`src/wmsed_pkg.sv`:
```
package wmsed_pkg;

   localparam int SAMPLE_W   = 20;
   localparam int TH_W       = 24;
   localparam int CL_W       = 8;
   localparam int WINDOW     = 20;
   localparam int RING_DEPTH = 2 * WINDOW;
   localparam int POS_W      = $clog2(RING_DEPTH);
   localparam int WIN_W      = $clog2(WINDOW + 1);
   localparam int SUM_W      = SAMPLE_W + $clog2(WINDOW);
   localparam int DIFF_W     = SUM_W + 1;
   localparam int LIM_W      = TH_W + WIN_W;
   localparam int CMP_W      = (DIFF_W > LIM_W) ? DIFF_W : LIM_W;

   localparam int CSR_IDX_W  = 1;
   localparam int CSR_W      = TH_W;

   localparam logic [CSR_IDX_W-1:0] CSR_THRESHOLD      = CSR_IDX_W'(0);
   localparam logic [CSR_IDX_W-1:0] CSR_CAPTURE_LENGTH = CSR_IDX_W'(1);

   localparam logic [TH_W-1:0] THRESHOLD_RESET      = TH_W'(640);
   localparam logic [CL_W-1:0] CAPTURE_LENGTH_RESET = CL_W'(100);

   localparam logic [POS_W-1:0] WINDOW_POS   = POS_W'(WINDOW);
   localparam logic [POS_W-1:0] WIN_LAST_POS = POS_W'(WINDOW - 1);
   localparam logic [POS_W-1:0] LAST_POS     = POS_W'(RING_DEPTH - 1);

   typedef struct packed {
      logic                       check_made;
      logic                       event_detected;
      logic                       capture_valid;
      logic [CL_W-1:0]            capture_index;
      logic signed [SAMPLE_W-1:0] capture_sample;
      logic                       capture_end;
   } result_type;

   function automatic logic [POS_W-1:0] opposite(input logic [POS_W-1:0] pos);
      logic [POS_W-1:0] opp;
      if (pos < WINDOW_POS) begin
         opp = pos + WINDOW_POS;
      end else begin
         opp = pos - WINDOW_POS;
      end
      return opp;
   endfunction

endpackage

```
`src/wmsed_req_if.sv`:
```
interface wmsed_req_if;
   import wmsed_pkg::*;

   logic                       valid;
   logic                       ready;
   logic signed [SAMPLE_W-1:0] sample;

   modport source(output valid, output sample, input ready);
   modport sink(input valid, input sample, output ready);
endinterface

```
`src/wmsed_rsp_if.sv`:
```
interface wmsed_rsp_if;
   import wmsed_pkg::*;

   logic                       valid;
   logic                       ready;
   logic                       check_made;
   logic                       event_detected;
   logic                       capture_valid;
   logic [CL_W-1:0]            capture_index;
   logic signed [SAMPLE_W-1:0] capture_sample;
   logic                       capture_end;

   modport source(output valid, output check_made, output event_detected,
                  output capture_valid, output capture_index, output capture_sample,
                  output capture_end, input ready);
   modport sink(input valid, input check_made, input event_detected,
                input capture_valid, input capture_index, input capture_sample,
                input capture_end, output ready);
endinterface

```
`src/wmsed_ram.sv`:
```
module wmsed_ram #(
   parameter int WIDTH = 8,
   parameter int DEPTH = 32
) (
   input  logic                     clock,
   input  logic                     wr_en,
   input  logic [$clog2(DEPTH)-1:0] wr_addr,
   input  logic [WIDTH-1:0]         wr_data,
   input  logic [$clog2(DEPTH)-1:0] rd_addr,
   output logic [WIDTH-1:0]         rd_data
);

   logic [WIDTH-1:0] mem_ff [DEPTH];
   logic [WIDTH-1:0] rd_data_ff;

   always_ff @(posedge clock) begin
      if (wr_en) begin
         mem_ff[wr_addr] <= wr_data;
      end
      rd_data_ff <= mem_ff[rd_addr];
   end

   assign rd_data = rd_data_ff;

endmodule

```
`src/wmsed_core.sv`:
```
module wmsed_core (
   input  logic                                        clock,
   input  logic                                        reset,
   input  logic                                        advance,
   input  logic signed [wmsed_pkg::SAMPLE_W-1:0]       sample,
   input  logic [wmsed_pkg::TH_W-1:0]                  threshold,
   input  logic [wmsed_pkg::CL_W-1:0]                  capture_length,
   output wmsed_pkg::result_type                       result
);
   import wmsed_pkg::*;

   logic [POS_W-1:0]           pos_ff, pos_in;
   logic                       filled_ff, filled_in;
   logic                       capturing_ff, capturing_in;
   logic [CL_W-1:0]            count_ff, count_in;
   logic signed [SUM_W-1:0]    cur_sum_ff, cur_sum_in;
   logic signed [SUM_W-1:0]    prev_sum_ff, prev_sum_in;

   logic [SAMPLE_W-1:0]        rd_data;
   logic [POS_W-1:0]           rd_addr;
   logic                       wr_en;
   logic signed [SAMPLE_W-1:0] leaving;
   logic signed [SUM_W-1:0]    cur_upd;
   logic signed [SUM_W-1:0]    prev_fill;
   logic signed [DIFF_W-1:0]   diff;
   logic [DIFF_W-1:0]          mag;
   logic [LIM_W-1:0]           limit;
   logic                       filled_now;
   logic                       check;
   logic                       exceed;
   logic [POS_W-1:0]           pos_next;

   // The ring entry leaving the current window is read ahead of its use, since the ring read is registered.
   assign rd_addr = opposite(advance ? pos_in : pos_ff);

   wmsed_ram #(
      .WIDTH(SAMPLE_W),
      .DEPTH(RING_DEPTH)
   ) u_ring (
      .clock  (clock),
      .wr_en  (wr_en),
      .wr_addr(pos_ff),
      .wr_data(sample),
      .rd_addr(rd_addr),
      .rd_data(rd_data)
   );

   // While the ring fills, entries not yet written since the restart read as zero.
   assign leaving    = (filled_ff || pos_ff >= WINDOW_POS) ? $signed(rd_data) : '0;
   assign cur_upd    = cur_sum_ff + SUM_W'(sample) - SUM_W'(leaving);
   assign prev_fill  = filled_ff ? prev_sum_ff : prev_sum_ff + SUM_W'(leaving);
   assign filled_now = filled_ff || (pos_ff == LAST_POS);
   assign check      = filled_now && (pos_ff == WIN_LAST_POS || pos_ff == LAST_POS);
   assign diff       = DIFF_W'(prev_fill) - DIFF_W'(cur_upd);
   assign mag        = diff[DIFF_W-1] ? DIFF_W'(-diff) : DIFF_W'(diff);
   assign limit      = LIM_W'(threshold) * LIM_W'(WINDOW);
   assign exceed     = CMP_W'(mag) > CMP_W'(limit);
   assign pos_next   = (pos_ff == LAST_POS) ? '0 : pos_ff + POS_W'(1);

   always_comb begin
      pos_in       = pos_ff;
      filled_in    = filled_ff;
      capturing_in = capturing_ff;
      count_in     = count_ff;
      cur_sum_in   = cur_sum_ff;
      prev_sum_in  = prev_sum_ff;
      wr_en        = 1'b0;
      result       = '0;
      if (!capturing_ff) begin
         wr_en             = advance;
         pos_in            = pos_next;
         filled_in         = filled_now;
         cur_sum_in        = cur_upd;
         prev_sum_in       = check ? cur_upd : prev_fill;
         result.check_made = check;
         if (check && exceed) begin
            result.event_detected = 1'b1;
            capturing_in          = 1'b1;
            count_in              = '0;
         end
      end else if (count_ff < capture_length) begin
         result.capture_valid  = 1'b1;
         result.capture_index  = count_ff;
         result.capture_sample = sample;
         count_in              = count_ff + CL_W'(1);
      end else begin
         result.capture_end = 1'b1;
         pos_in             = '0;
         filled_in          = 1'b0;
         capturing_in       = 1'b0;
         count_in           = '0;
         cur_sum_in         = '0;
         prev_sum_in        = '0;
      end
   end

   always_ff @(posedge clock) begin
      if (reset) begin
         pos_ff       <= '0;
         filled_ff    <= 1'b0;
         capturing_ff <= 1'b0;
         count_ff     <= '0;
         cur_sum_ff   <= '0;
         prev_sum_ff  <= '0;
      end else if (advance) begin
         pos_ff       <= pos_in;
         filled_ff    <= filled_in;
         capturing_ff <= capturing_in;
         count_ff     <= count_in;
         cur_sum_ff   <= cur_sum_in;
         prev_sum_ff  <= prev_sum_in;
      end
   end

   a_event_starts_capture: assert property (@(posedge clock) disable iff (reset)
      advance && result.event_detected |=> capturing_ff && count_ff == '0)
      else $error("event did not start a capture");

   a_end_restarts: assert property (@(posedge clock) disable iff (reset)
      advance && result.capture_end |=> !capturing_ff && !filled_ff && pos_ff == '0
         && cur_sum_ff == '0 && prev_sum_ff == '0)
      else $error("capture end did not restart detection");

   a_capture_freezes_sums: assert property (@(posedge clock) disable iff (reset)
      advance && capturing_ff && !result.capture_end |=>
         $stable(cur_sum_ff) && $stable(prev_sum_ff) && $stable(pos_ff))
      else $error("window state changed during a capture");

   a_ring_fills: assert property (@(posedge clock) disable iff (reset)
      advance && !capturing_ff && pos_ff == LAST_POS |=> filled_ff && pos_ff == '0)
      else $error("ring did not mark itself full at wrap");

endmodule

```
`src/window_mean_step_event_detector_top.sv`:
```
// Each sample passes the input register, then its result is registered and offered on rsp_ch.
// Throughput: one item per cycle unless a result waits; an empty input register still takes one.
// While detecting, the work per item is one registered ring read, one ring write and the window sum adds.
// Reset clears the window state and restores the threshold and capture length defaults.
// The history ring is not cleared; entries not yet written since a restart read as zero.
module window_mean_step_event_detector_top (
   input  logic                              clock,
   input  logic                              reset,
   wmsed_req_if.sink                         req_ch,
   wmsed_rsp_if.source                       rsp_ch,
   input  logic                              csr_wr_en,
   input  logic [wmsed_pkg::CSR_IDX_W-1:0]   csr_index,
   input  logic [wmsed_pkg::CSR_W-1:0]       csr_wr_data
);
   import wmsed_pkg::*;

   logic                       in_valid_ff, in_valid_in;
   logic signed [SAMPLE_W-1:0] in_sample_ff;
   logic                       rsp_valid_ff, rsp_valid_in;
   result_type                 rsp_data_ff;
   result_type                 result;
   logic [TH_W-1:0]            threshold_ff;
   logic [CL_W-1:0]            capture_length_ff;
   logic                       req_xfer;
   logic                       advance;

   assign advance      = in_valid_ff && (!rsp_valid_ff || rsp_ch.ready);
   assign req_ch.ready = !in_valid_ff || advance;
   assign req_xfer     = req_ch.valid && req_ch.ready;
   assign in_valid_in  = req_xfer || (in_valid_ff && !advance);
   assign rsp_valid_in = advance || (rsp_valid_ff && !rsp_ch.ready);

   wmsed_core u_core (
      .clock         (clock),
      .reset         (reset),
      .advance       (advance),
      .sample        (in_sample_ff),
      .threshold     (threshold_ff),
      .capture_length(capture_length_ff),
      .result        (result)
   );

   always_ff @(posedge clock) begin
      if (reset) begin
         in_valid_ff       <= 1'b0;
         rsp_valid_ff      <= 1'b0;
         threshold_ff      <= THRESHOLD_RESET;
         capture_length_ff <= CAPTURE_LENGTH_RESET;
      end else begin
         in_valid_ff  <= in_valid_in;
         rsp_valid_ff <= rsp_valid_in;
         if (csr_wr_en) begin
            case (csr_index)
               CSR_THRESHOLD: begin
                  threshold_ff <= csr_wr_data[TH_W-1:0];
               end
               CSR_CAPTURE_LENGTH: begin
                  capture_length_ff <= csr_wr_data[CL_W-1:0];
               end
               default: begin
               end
            endcase
         end
      end
   end

   always_ff @(posedge clock) begin
      if (req_xfer) begin
         in_sample_ff <= req_ch.sample;
      end
      if (advance) begin
         rsp_data_ff <= result;
      end
   end

   assign rsp_ch.valid          = rsp_valid_ff;
   assign rsp_ch.check_made     = rsp_data_ff.check_made;
   assign rsp_ch.event_detected = rsp_data_ff.event_detected;
   assign rsp_ch.capture_valid  = rsp_data_ff.capture_valid;
   assign rsp_ch.capture_index  = rsp_data_ff.capture_index;
   assign rsp_ch.capture_sample = rsp_data_ff.capture_sample;
   assign rsp_ch.capture_end    = rsp_data_ff.capture_end;

endmodule

```
`src/flat_wrapper.sv`:
```
// flat-port wrapper written by rule: the top's interface ports become plain ports
module window_mean_step_event_detector_top_flat import wmsed_pkg::*;
  (clock, reset, csr_wr_en, csr_index, csr_wr_data, req_ch_valid, req_ch_sample, req_ch_ready, rsp_ch_valid, rsp_ch_check_made, rsp_ch_event_detected, rsp_ch_capture_valid, rsp_ch_capture_index, rsp_ch_capture_sample, rsp_ch_capture_end, rsp_ch_ready);
  wmsed_req_if req_ch_i ();
  wmsed_rsp_if rsp_ch_i ();
  input  logic clock;
  input  logic reset;
  input  logic csr_wr_en;
  input  logic [wmsed_pkg::CSR_IDX_W-1:0] csr_index;
  input  logic [wmsed_pkg::CSR_W-1:0] csr_wr_data;
  input wire logic [$bits(req_ch_i.valid)-1:0] req_ch_valid;
  input wire logic [$bits(req_ch_i.sample)-1:0] req_ch_sample;
  output wire logic [$bits(req_ch_i.ready)-1:0] req_ch_ready;
  output wire logic [$bits(rsp_ch_i.valid)-1:0] rsp_ch_valid;
  output wire logic [$bits(rsp_ch_i.check_made)-1:0] rsp_ch_check_made;
  output wire logic [$bits(rsp_ch_i.event_detected)-1:0] rsp_ch_event_detected;
  output wire logic [$bits(rsp_ch_i.capture_valid)-1:0] rsp_ch_capture_valid;
  output wire logic [$bits(rsp_ch_i.capture_index)-1:0] rsp_ch_capture_index;
  output wire logic [$bits(rsp_ch_i.capture_sample)-1:0] rsp_ch_capture_sample;
  output wire logic [$bits(rsp_ch_i.capture_end)-1:0] rsp_ch_capture_end;
  input wire logic [$bits(rsp_ch_i.ready)-1:0] rsp_ch_ready;
  assign req_ch_i.valid = req_ch_valid;
  assign req_ch_i.sample = req_ch_sample;
  assign req_ch_ready = req_ch_i.ready;
  assign rsp_ch_valid = rsp_ch_i.valid;
  assign rsp_ch_check_made = rsp_ch_i.check_made;
  assign rsp_ch_event_detected = rsp_ch_i.event_detected;
  assign rsp_ch_capture_valid = rsp_ch_i.capture_valid;
  assign rsp_ch_capture_index = rsp_ch_i.capture_index;
  assign rsp_ch_capture_sample = rsp_ch_i.capture_sample;
  assign rsp_ch_capture_end = rsp_ch_i.capture_end;
  assign rsp_ch_i.ready = rsp_ch_ready;
  window_mean_step_event_detector_top u_core (.clock(clock), .reset(reset), .req_ch(req_ch_i), .rsp_ch(rsp_ch_i), .csr_wr_en(csr_wr_en), .csr_index(csr_index), .csr_wr_data(csr_wr_data));
endmodule
```
`config.mk`:
```
export PLATFORM = sky130hd
export DESIGN_NAME = window_mean_step_event_detector_top_flat
export DESIGN_NICKNAME = d
export VERILOG_FILES = /design/src/wmsed_pkg.sv /design/src/wmsed_req_if.sv /design/src/wmsed_rsp_if.sv /design/src/wmsed_ram.sv /design/src/wmsed_core.sv /design/src/window_mean_step_event_detector_top.sv /design/src/flat_wrapper.sv
export SDC_FILE = /design/constraint.sdc
export NUM_CORES = 2
export LEC_CHECK = 0
export BUFFER_PORTS_ARGS = -buffer_cell sky130_fd_sc_hd__buf_2
export CORE_AREA = 2 2 340 342
export CTS_CLUSTER_SIZE = 28
export DETAILED_ROUTE_END_ITERATION = 12
export DIE_AREA = 0 0 342 344
export PLACE_DENSITY = 0.65
export SYNTH_ARGS = -nofsm -noshare
export SYNTH_HDL_FRONTEND = slang
export SYNTH_SLANG_ARGS = --single-unit
```
`constraint.sdc`:
```
create_clock -name clock -period 10.2 [get_ports clock]
set_input_delay 0.51 -clock clock [delete_from_list [all_inputs] [get_ports clock]]
set_output_delay 0.51 -clock clock [all_outputs]
set_load 0.02 [all_outputs]
```
# Word-level counts from Yosys, hierarchy flattened
# Memory sizes are Yosys's and may differ from the RTL's. A register that Yosys moved wholly into a read port is not among the register bits.
# Cells that the tools add are included.
# Widths: inputs -> output; s select.
[word_totals]
mem_count = 1
output_inout_bits = 34
register_bits = 152
mem_bits_rw = 800
elab_cells = 84
[op_classes]
multipliers = 1
n_mux = 25
order_cmp = 4
reduce_logical = 23
n_bitwise = 1
addsub = 9
n_eq_ne = 3
[mem_list]
columns = ["name", "depth", "width", "read_ports", "rd_clocked_by_memory_dff", "write_ports", "line", "source"]
rows = [
  ["u_core.u_core.u_ring.mem_ff", 40, 20, 1, 1, 1, "wmsed_ram.sv:13", "logic [WIDTH-1:0] mem_ff [DEPTH];"],
]
[ops]
columns = ["op", "n"]
rows = [
  ["$mux 25", 5],
  ["$add 25x20->25", 2],
  ["$mux 6", 5],
  ["$gt 26x29->1", 1],
  ["$mux 29", 1],
  ["$mul 24x3->27 const B", 1],
  ["$mux 26", 1],
  ["$neg 26->26", 1],
  ["$sub 25x25->26", 1],
  ["$sub 25x20->25", 1],
  ["$mux 8", 3],
  ["$mux 20", 1],
  ["$reduce_and 2->1", 5],
  ["$mux 1", 9],
  ["$add 8x1->8 const B", 1],
  ["$lt 8x8->1", 1],
  ["$logic_or 1x1->1", 7],
  ["$add 6x1->6 const B", 1],
  ["$add 6x5->6 const B", 1],
  ["$eq 6x5->1 const B", 1],
  ["$eq 6x6->1 const B", 1],
  ["$ge 6x5->1 const B", 1],
  ["$logic_and 1x1->1", 6],
  ["$lt 6x5->1 const B", 1],
  ["5 further kinds", 8],
]

# Longest topological paths before layout
[logic_depth]
word_depth = 12
depth_mapped = 45

# Hierarchy
# Synthesis repeated with hierarchy kept, for this count alone.
[unflattened]
cells_unflattened = 3272
area_unflattened_um2 = 45483.6
[modules_own_cells]
columns = ["module", "area_per_inst_um2", "n_inst", "cells_per_inst"]
rows = [
  ["wmsed_ram", 31774.2, 1, 1629],
  ["wmsed_core", 10672.7, 1, 1445],
  ["window_mean_step_event_detector_top", 3036.7, 1, 198],
]

# Least setup slack after synthesis
# OpenSTA, ideal clock, no wires.
[synth_path]
path_kind = "reg-to-reg"
startpoint = "register u_core.u_core.pos_ff[3]"
endpoint = "register u_core.u_core.count_ff[1]"
stages_incl_launch_ff = 44
required_ns = 10.080
slack_ns = 1.504
arrival_ns = 8.576
period_less_slack_ns = 8.696
path_buffers = 4
setup_ns = 0.120
path_cell_list = "dfxtp_1 buf_2 o21ai_1 nand2_1 clkbuf_1 clkbuf_1 and2_1 fa_1 inv_1 ha_1 a211o_1 o32a_1 and2_1 a21o_1 a21o_1 a21o_1 a21o_1 a21o_1 (+8 left out) a211oi_4 clkbuf_1 a31oi_1 xnor2_1 ha_1 a21o_1 a21o_1 a21o_1 a21oi_1 nor2b_1 o211ai_1 nand3_1 a21oi_1 or4_1 nor4_1 o311ai_1 nor3b_4 a211o_1"
[synth_via]
elab_chain_cells = 12
word_cells_on_any_way = 18
cone_classes = "add/sub (4); order compare (2); eq/ne (2); mux (3); reduce/logical (7)"
[synth_lines]
columns = ["item", "line", "source"]
rows = [
  ["start: declaration", "wmsed_core.sv:12", "logic [POS_W-1:0] pos_ff, pos_in;"],
  ["start signal: assignment", "wmsed_core.sv:106", "pos_ff <= pos_in;"],
  ["$ge 6x5->1", "wmsed_core.sv:49", "assign leaving = (filled_ff || pos_ff >= WINDOW_POS) ? $signed(rd_data) : '0;"],
  ["$logic_or 1x1->1", "wmsed_core.sv:49", ""],
  ["$mux 20", "wmsed_core.sv:49", ""],
  ["$add 25x20->25", "wmsed_core.sv:51", "assign prev_fill = filled_ff ? prev_sum_ff : prev_sum_ff + SUM_W'(leaving);"],
  ["$mux 25", "wmsed_core.sv:51", ""],
  ["$sub 25x25->26", "wmsed_core.sv:54", "assign diff = DIFF_W'(prev_fill) - DIFF_W'(cur_upd);"],
  ["$neg 26->26", "wmsed_core.sv:55", "assign mag = diff[DIFF_W-1] ? DIFF_W'(-diff) : DIFF_W'(diff);"],
  ["$mux 26", "wmsed_core.sv:55", ""],
  ["$gt 26x29->1", "wmsed_core.sv:57", "assign exceed = CMP_W'(mag) > CMP_W'(limit);"],
  ["$logic_and 1x1->1 *", "wmsed_core.sv:76", "if (check && exceed) begin"],
  ["$reduce_bool 2->1 (no source line) *", "-", ""],
  ["$reduce_and 2->1 (no source line) *", "-", ""],
  ["end signal: assignment", "wmsed_core.sv:109", "count_ff <= count_in;"],
  ["end: declaration", "wmsed_core.sv:15", "logic [CL_W-1:0] count_ff, count_in;"],
]
# Every way passes the cells marked *; elsewhere a longest branch is shown, timed or not.
# A chain may end at the register's enable or synchronous reset.

# Worst setup path in the final report
# Same ends and word-level chain as after synthesis.

==> metrics.yaml <==
antenna_found_initial: 10
cap_violations: 0
hold_violations: 0
grt_pass1_vias: 30800
ys_seq_area_share_pct: 61.7
wl_per_cell_um: 23.4
power.internal_uw: 7250
synth_xor_area_share_pct: 2.28
yosys.area_share.simple_pct: 14.3
rsz0062_at_grt: "no"
htree_levels: 3
hp-class: "in -> reg"
critical_path_buf_inv_count: 3
grt_overflow: 0
ant_nets: 0
power_density_nw_per_um2: 199
rrSetupSlack_ns: 0.75
netlist.top_cell.by_area: "edfxtp_1"
required_ns: 10.77
tns_ns: 0
grt_pass1_wl_um: 197000
synth_compound_area_share_pct: 12.7
seqPwrFrac_pct: 43.3
cp_common_cell: "a21o_1"
synth_warnings: 0
cts_sinks: 972
synthMuxAreaShare_pct: 0.405
hp-start: "req_ch_sample[4]"
dp_hpwl_um: 81000
root_buffer: "clkbuf_16"
die_h_um: 344
clockPowerShare_pct: 36.7
synth_top_family_by_area: "simple AND/OR/NAND/NOR gates"
slew_viol_final: 0
fin_crit_sh_pct: 92.6
ys_seq_elements: 972
synth_fa_ha_area_share_pct: 5.38
drc: 0
async_flop_share_pct: 0
swShare_pct: 28.8
leakage_uw: 0.0182
pwr-share-comb_pct: 20.0
syn_inst: 4016
outcome: "finished clean"
finClkSkew_ns: 0.0750
cts-resized-gates: 0
drt_wl_total_um: 133000
layout-drive-gt1-share_pct: 9.87
area_growth_pct: 13.0
cts_tree: "built"
p_sw_uw: 2930
synth_top_cell_area_share_pct: 56.4
slowest_delay_ns: 0.50
finalNetCount: 4287
io_pins: 84
tritoncts.num_buffers: 100
port_buffers: 83
reg2reg_to: "u_core.u_core.count_ff[1]$_SDFFE_PP0P_"
yosys-top-cells-area: "edfxtp_1, nand2_1, dfxtp_1"
rr_worst_depth: 41
startpoint_type: "flop"
setup_viol: 0
min_to: "u_core.in_sample_ff[4]$_DFFE_PP_"
rows: 124
drt_first_pass_iters: 6
clkSlewWorstSetupHoldPaths_ns: 0.06
core_area_um2: 114000
insertion_delay_ns: 0.72
track_usage_pct: 22.1
arrival_ns: 10.01
initialDrtViolationCount: 4001
crit_path_end_kind: "flop"
synth_edf_count: 852
cp_top_family: "compound AO/OA/AOI/OAI gates"
cp_max_fo: 13
worst_pin_slew_ns: 1.11
cts_buffer_depth: 3
cp_slowest_cell: "or4_1"
slew_headroom_pct: 25.3
avgSynthCellArea_um2: 11.3
die_area_um2: 118000
hold_ws_ns: 0.0497
min_path_cells: 1
synth_ff_type: "edfxtp_1"
crit_type: "reg -> reg"
irDropWorstVdd_mv: 0.144
place_congestion: 0.916
num_vias: 32700
syn_area_um2: 45400
initial_core_util_pct: 39.8
fmax_mhz: 106
rr_startpoint: "u_core.u_core.pos_ff[3]$_SDFF_PP0_"
stdcell_area_um2: 51300
syn_nets: 4246
via_per_inst: 5.79
placedInstanceArea_um2: 47800
die_w_um: 342
min_period_ns: 9.45
grt_max_degree: 183
yosysUniqueCellTypes: 92
[stage by stage]
step / power (µW) / utilization (%) / setup WS (ns) / instances
2_1_floorplan: 5920 / - / 1.50 / 4016
3_3_place_gp: 6450 / 41.9 / 0.681 / 5450
3_5_place_dp: 6470 / 41.9 / 0.520 / 5450
4_1_cts: 10200 / 45.0 / 0.508 / 5651
5_1_grt: 10600 / 45.0 / 0.0873 / 5654
6_report: 10200 / 45.0 / 0.752 / 5655
[power groups by stage]
stage               logic, µW  registers [µW]  clock network (µW)
floorplan                1410            4510                   0
global placement         1950            4500                   0
detailed placement       1980            4500                   0
CTS                      2000            4410                3770
global route             2250            4410                3930
finish                   2040            4410                3730
[final cells by class]
cell class | count | area [µm²]
Clock inverter | 71 | 748
Antenna cell | 1 | 2.50
Fill cell | 10400 | 62600
Inverter | 142 | 533
Clock buffer | 116 | 2590
Timing Repair Buffer | 189 | 1350
Multi-Input combinational cell | 2652 | 16200
Tap cell | 1512 | 1890
Sequential cell | 972 | 28000
[registers in the layout, indices dropped and copies added (netlist names), 20 cells and up]
name and flops:
u_core.u_core.u_ring.rd_data 20, u_core.u_core.u_ring.mem_ff 800, u_core.u_core.prev_sum_ff 25, u_core.u_core.cur_sum_ff 25, u_core.rsp_ch.capture_sample 20, u_core.in_sample_ff 20, u_core.threshold_ff 24
[cells in the final DEF (no fill, tap or decap), types with 8 or more instances in the layout]
master,count
o21bai_1,14
clkbuf_16,101
buf_4,85
buf_2,82
nand2b_1,20
and3_1,33
xor2_1,41
edfxtp_1,852
ha_1,156
nor2_2,29
dfxtp_1,120
a31oi_1,166
a311oi_1,85
o211ai_1,25
clkinv_1,27
nor2_1,156
a211o_1,24
a21o_1,43
a211oi_1,14
nand2_1,831
nand3_1,265
and2_1,30
nor2_4,12
a221oi_1,76
nor2b_1,12
dlygate4sd3_1,14
buf_12,8
a21oi_1,194
nand4_1,17
clkbuf_1,14
a22oi_1,16
xnor2_1,74
nor3_1,58
fa_1,24
o21a_1,17
inv_1,138
bufinv_16,11
clkinv_2,24
o21ai_0,74
[timing repair]
action	CTS	global route
hold buffers	14	0
setup endpoints to repair	0	8
endpoints found under the hold margin	14	0
buffers inserted	0	3
[per-layer routing]
metal | part of all wire (%) | up-vias | global-route usage [%]
li1 | - | 14900 | -
met1 | 41 | 16100 | 29.9
met2 | 46 | 1481 | 35.0
met3 | 9.6 | 273 | 4.92
met4 | 3.6 | 14 | 7.73
met5 | 0.066 | - | 0
[how the worst max path moves through the flow]
stage                     slack, ns  depth (start not counted)                                endpoint                          startpoint
final                          0.75                         41  u_core.u_core.count_ff[1]$_SDFFE_PP0P_  u_core.u_core.pos_ff[3]$_SDFF_PP0_
after global placement         0.68                         40  u_core.u_core.count_ff[1]$_SDFFE_PP0P_  u_core.u_core.pos_ff[3]$_SDFF_PP0_
after global routing           0.09                         41  u_core.u_core.count_ff[1]$_SDFFE_PP0P_  u_core.u_core.pos_ff[3]$_SDFF_PP0_
after detailed placement       0.52                         40  u_core.u_core.count_ff[1]$_SDFFE_PP0P_  u_core.u_core.pos_ff[3]$_SDFF_PP0_
after CTS                      0.51                         40  u_core.u_core.count_ff[1]$_SDFFE_PP0P_  u_core.u_core.pos_ff[3]$_SDFF_PP0_
after floorplan                1.50                         43  u_core.u_core.count_ff[1]$_SDFFE_PP0P_  u_core.u_core.pos_ff[3]$_SDFF_PP0_
[kinds of logic after synthesis]
group	after synthesis
AOI/OAI and AO/OA	833
xor gates and xnor gates	117
adders and majority gates	181
buffers and inverters	392
DFF	972
muxes	14
and+or+nand+nor	1507
[cells in the mapped netlist, types with 44 or more instances]
master	instances
a221oi_1	77
edfxtp_1	852
o21ai_0	74
a311oi_1	85
nor3_1	58
nand2_1	834
ha_1	156
a21o_1	44
clkbuf_1	205
nand3_1	265
nor2_1	197
inv_1	139
a21oi_1	197
xnor2_1	74
dfxtp_1	120
a31oi_1	166
No activity file was read; power rests on OpenSTA's default activity.
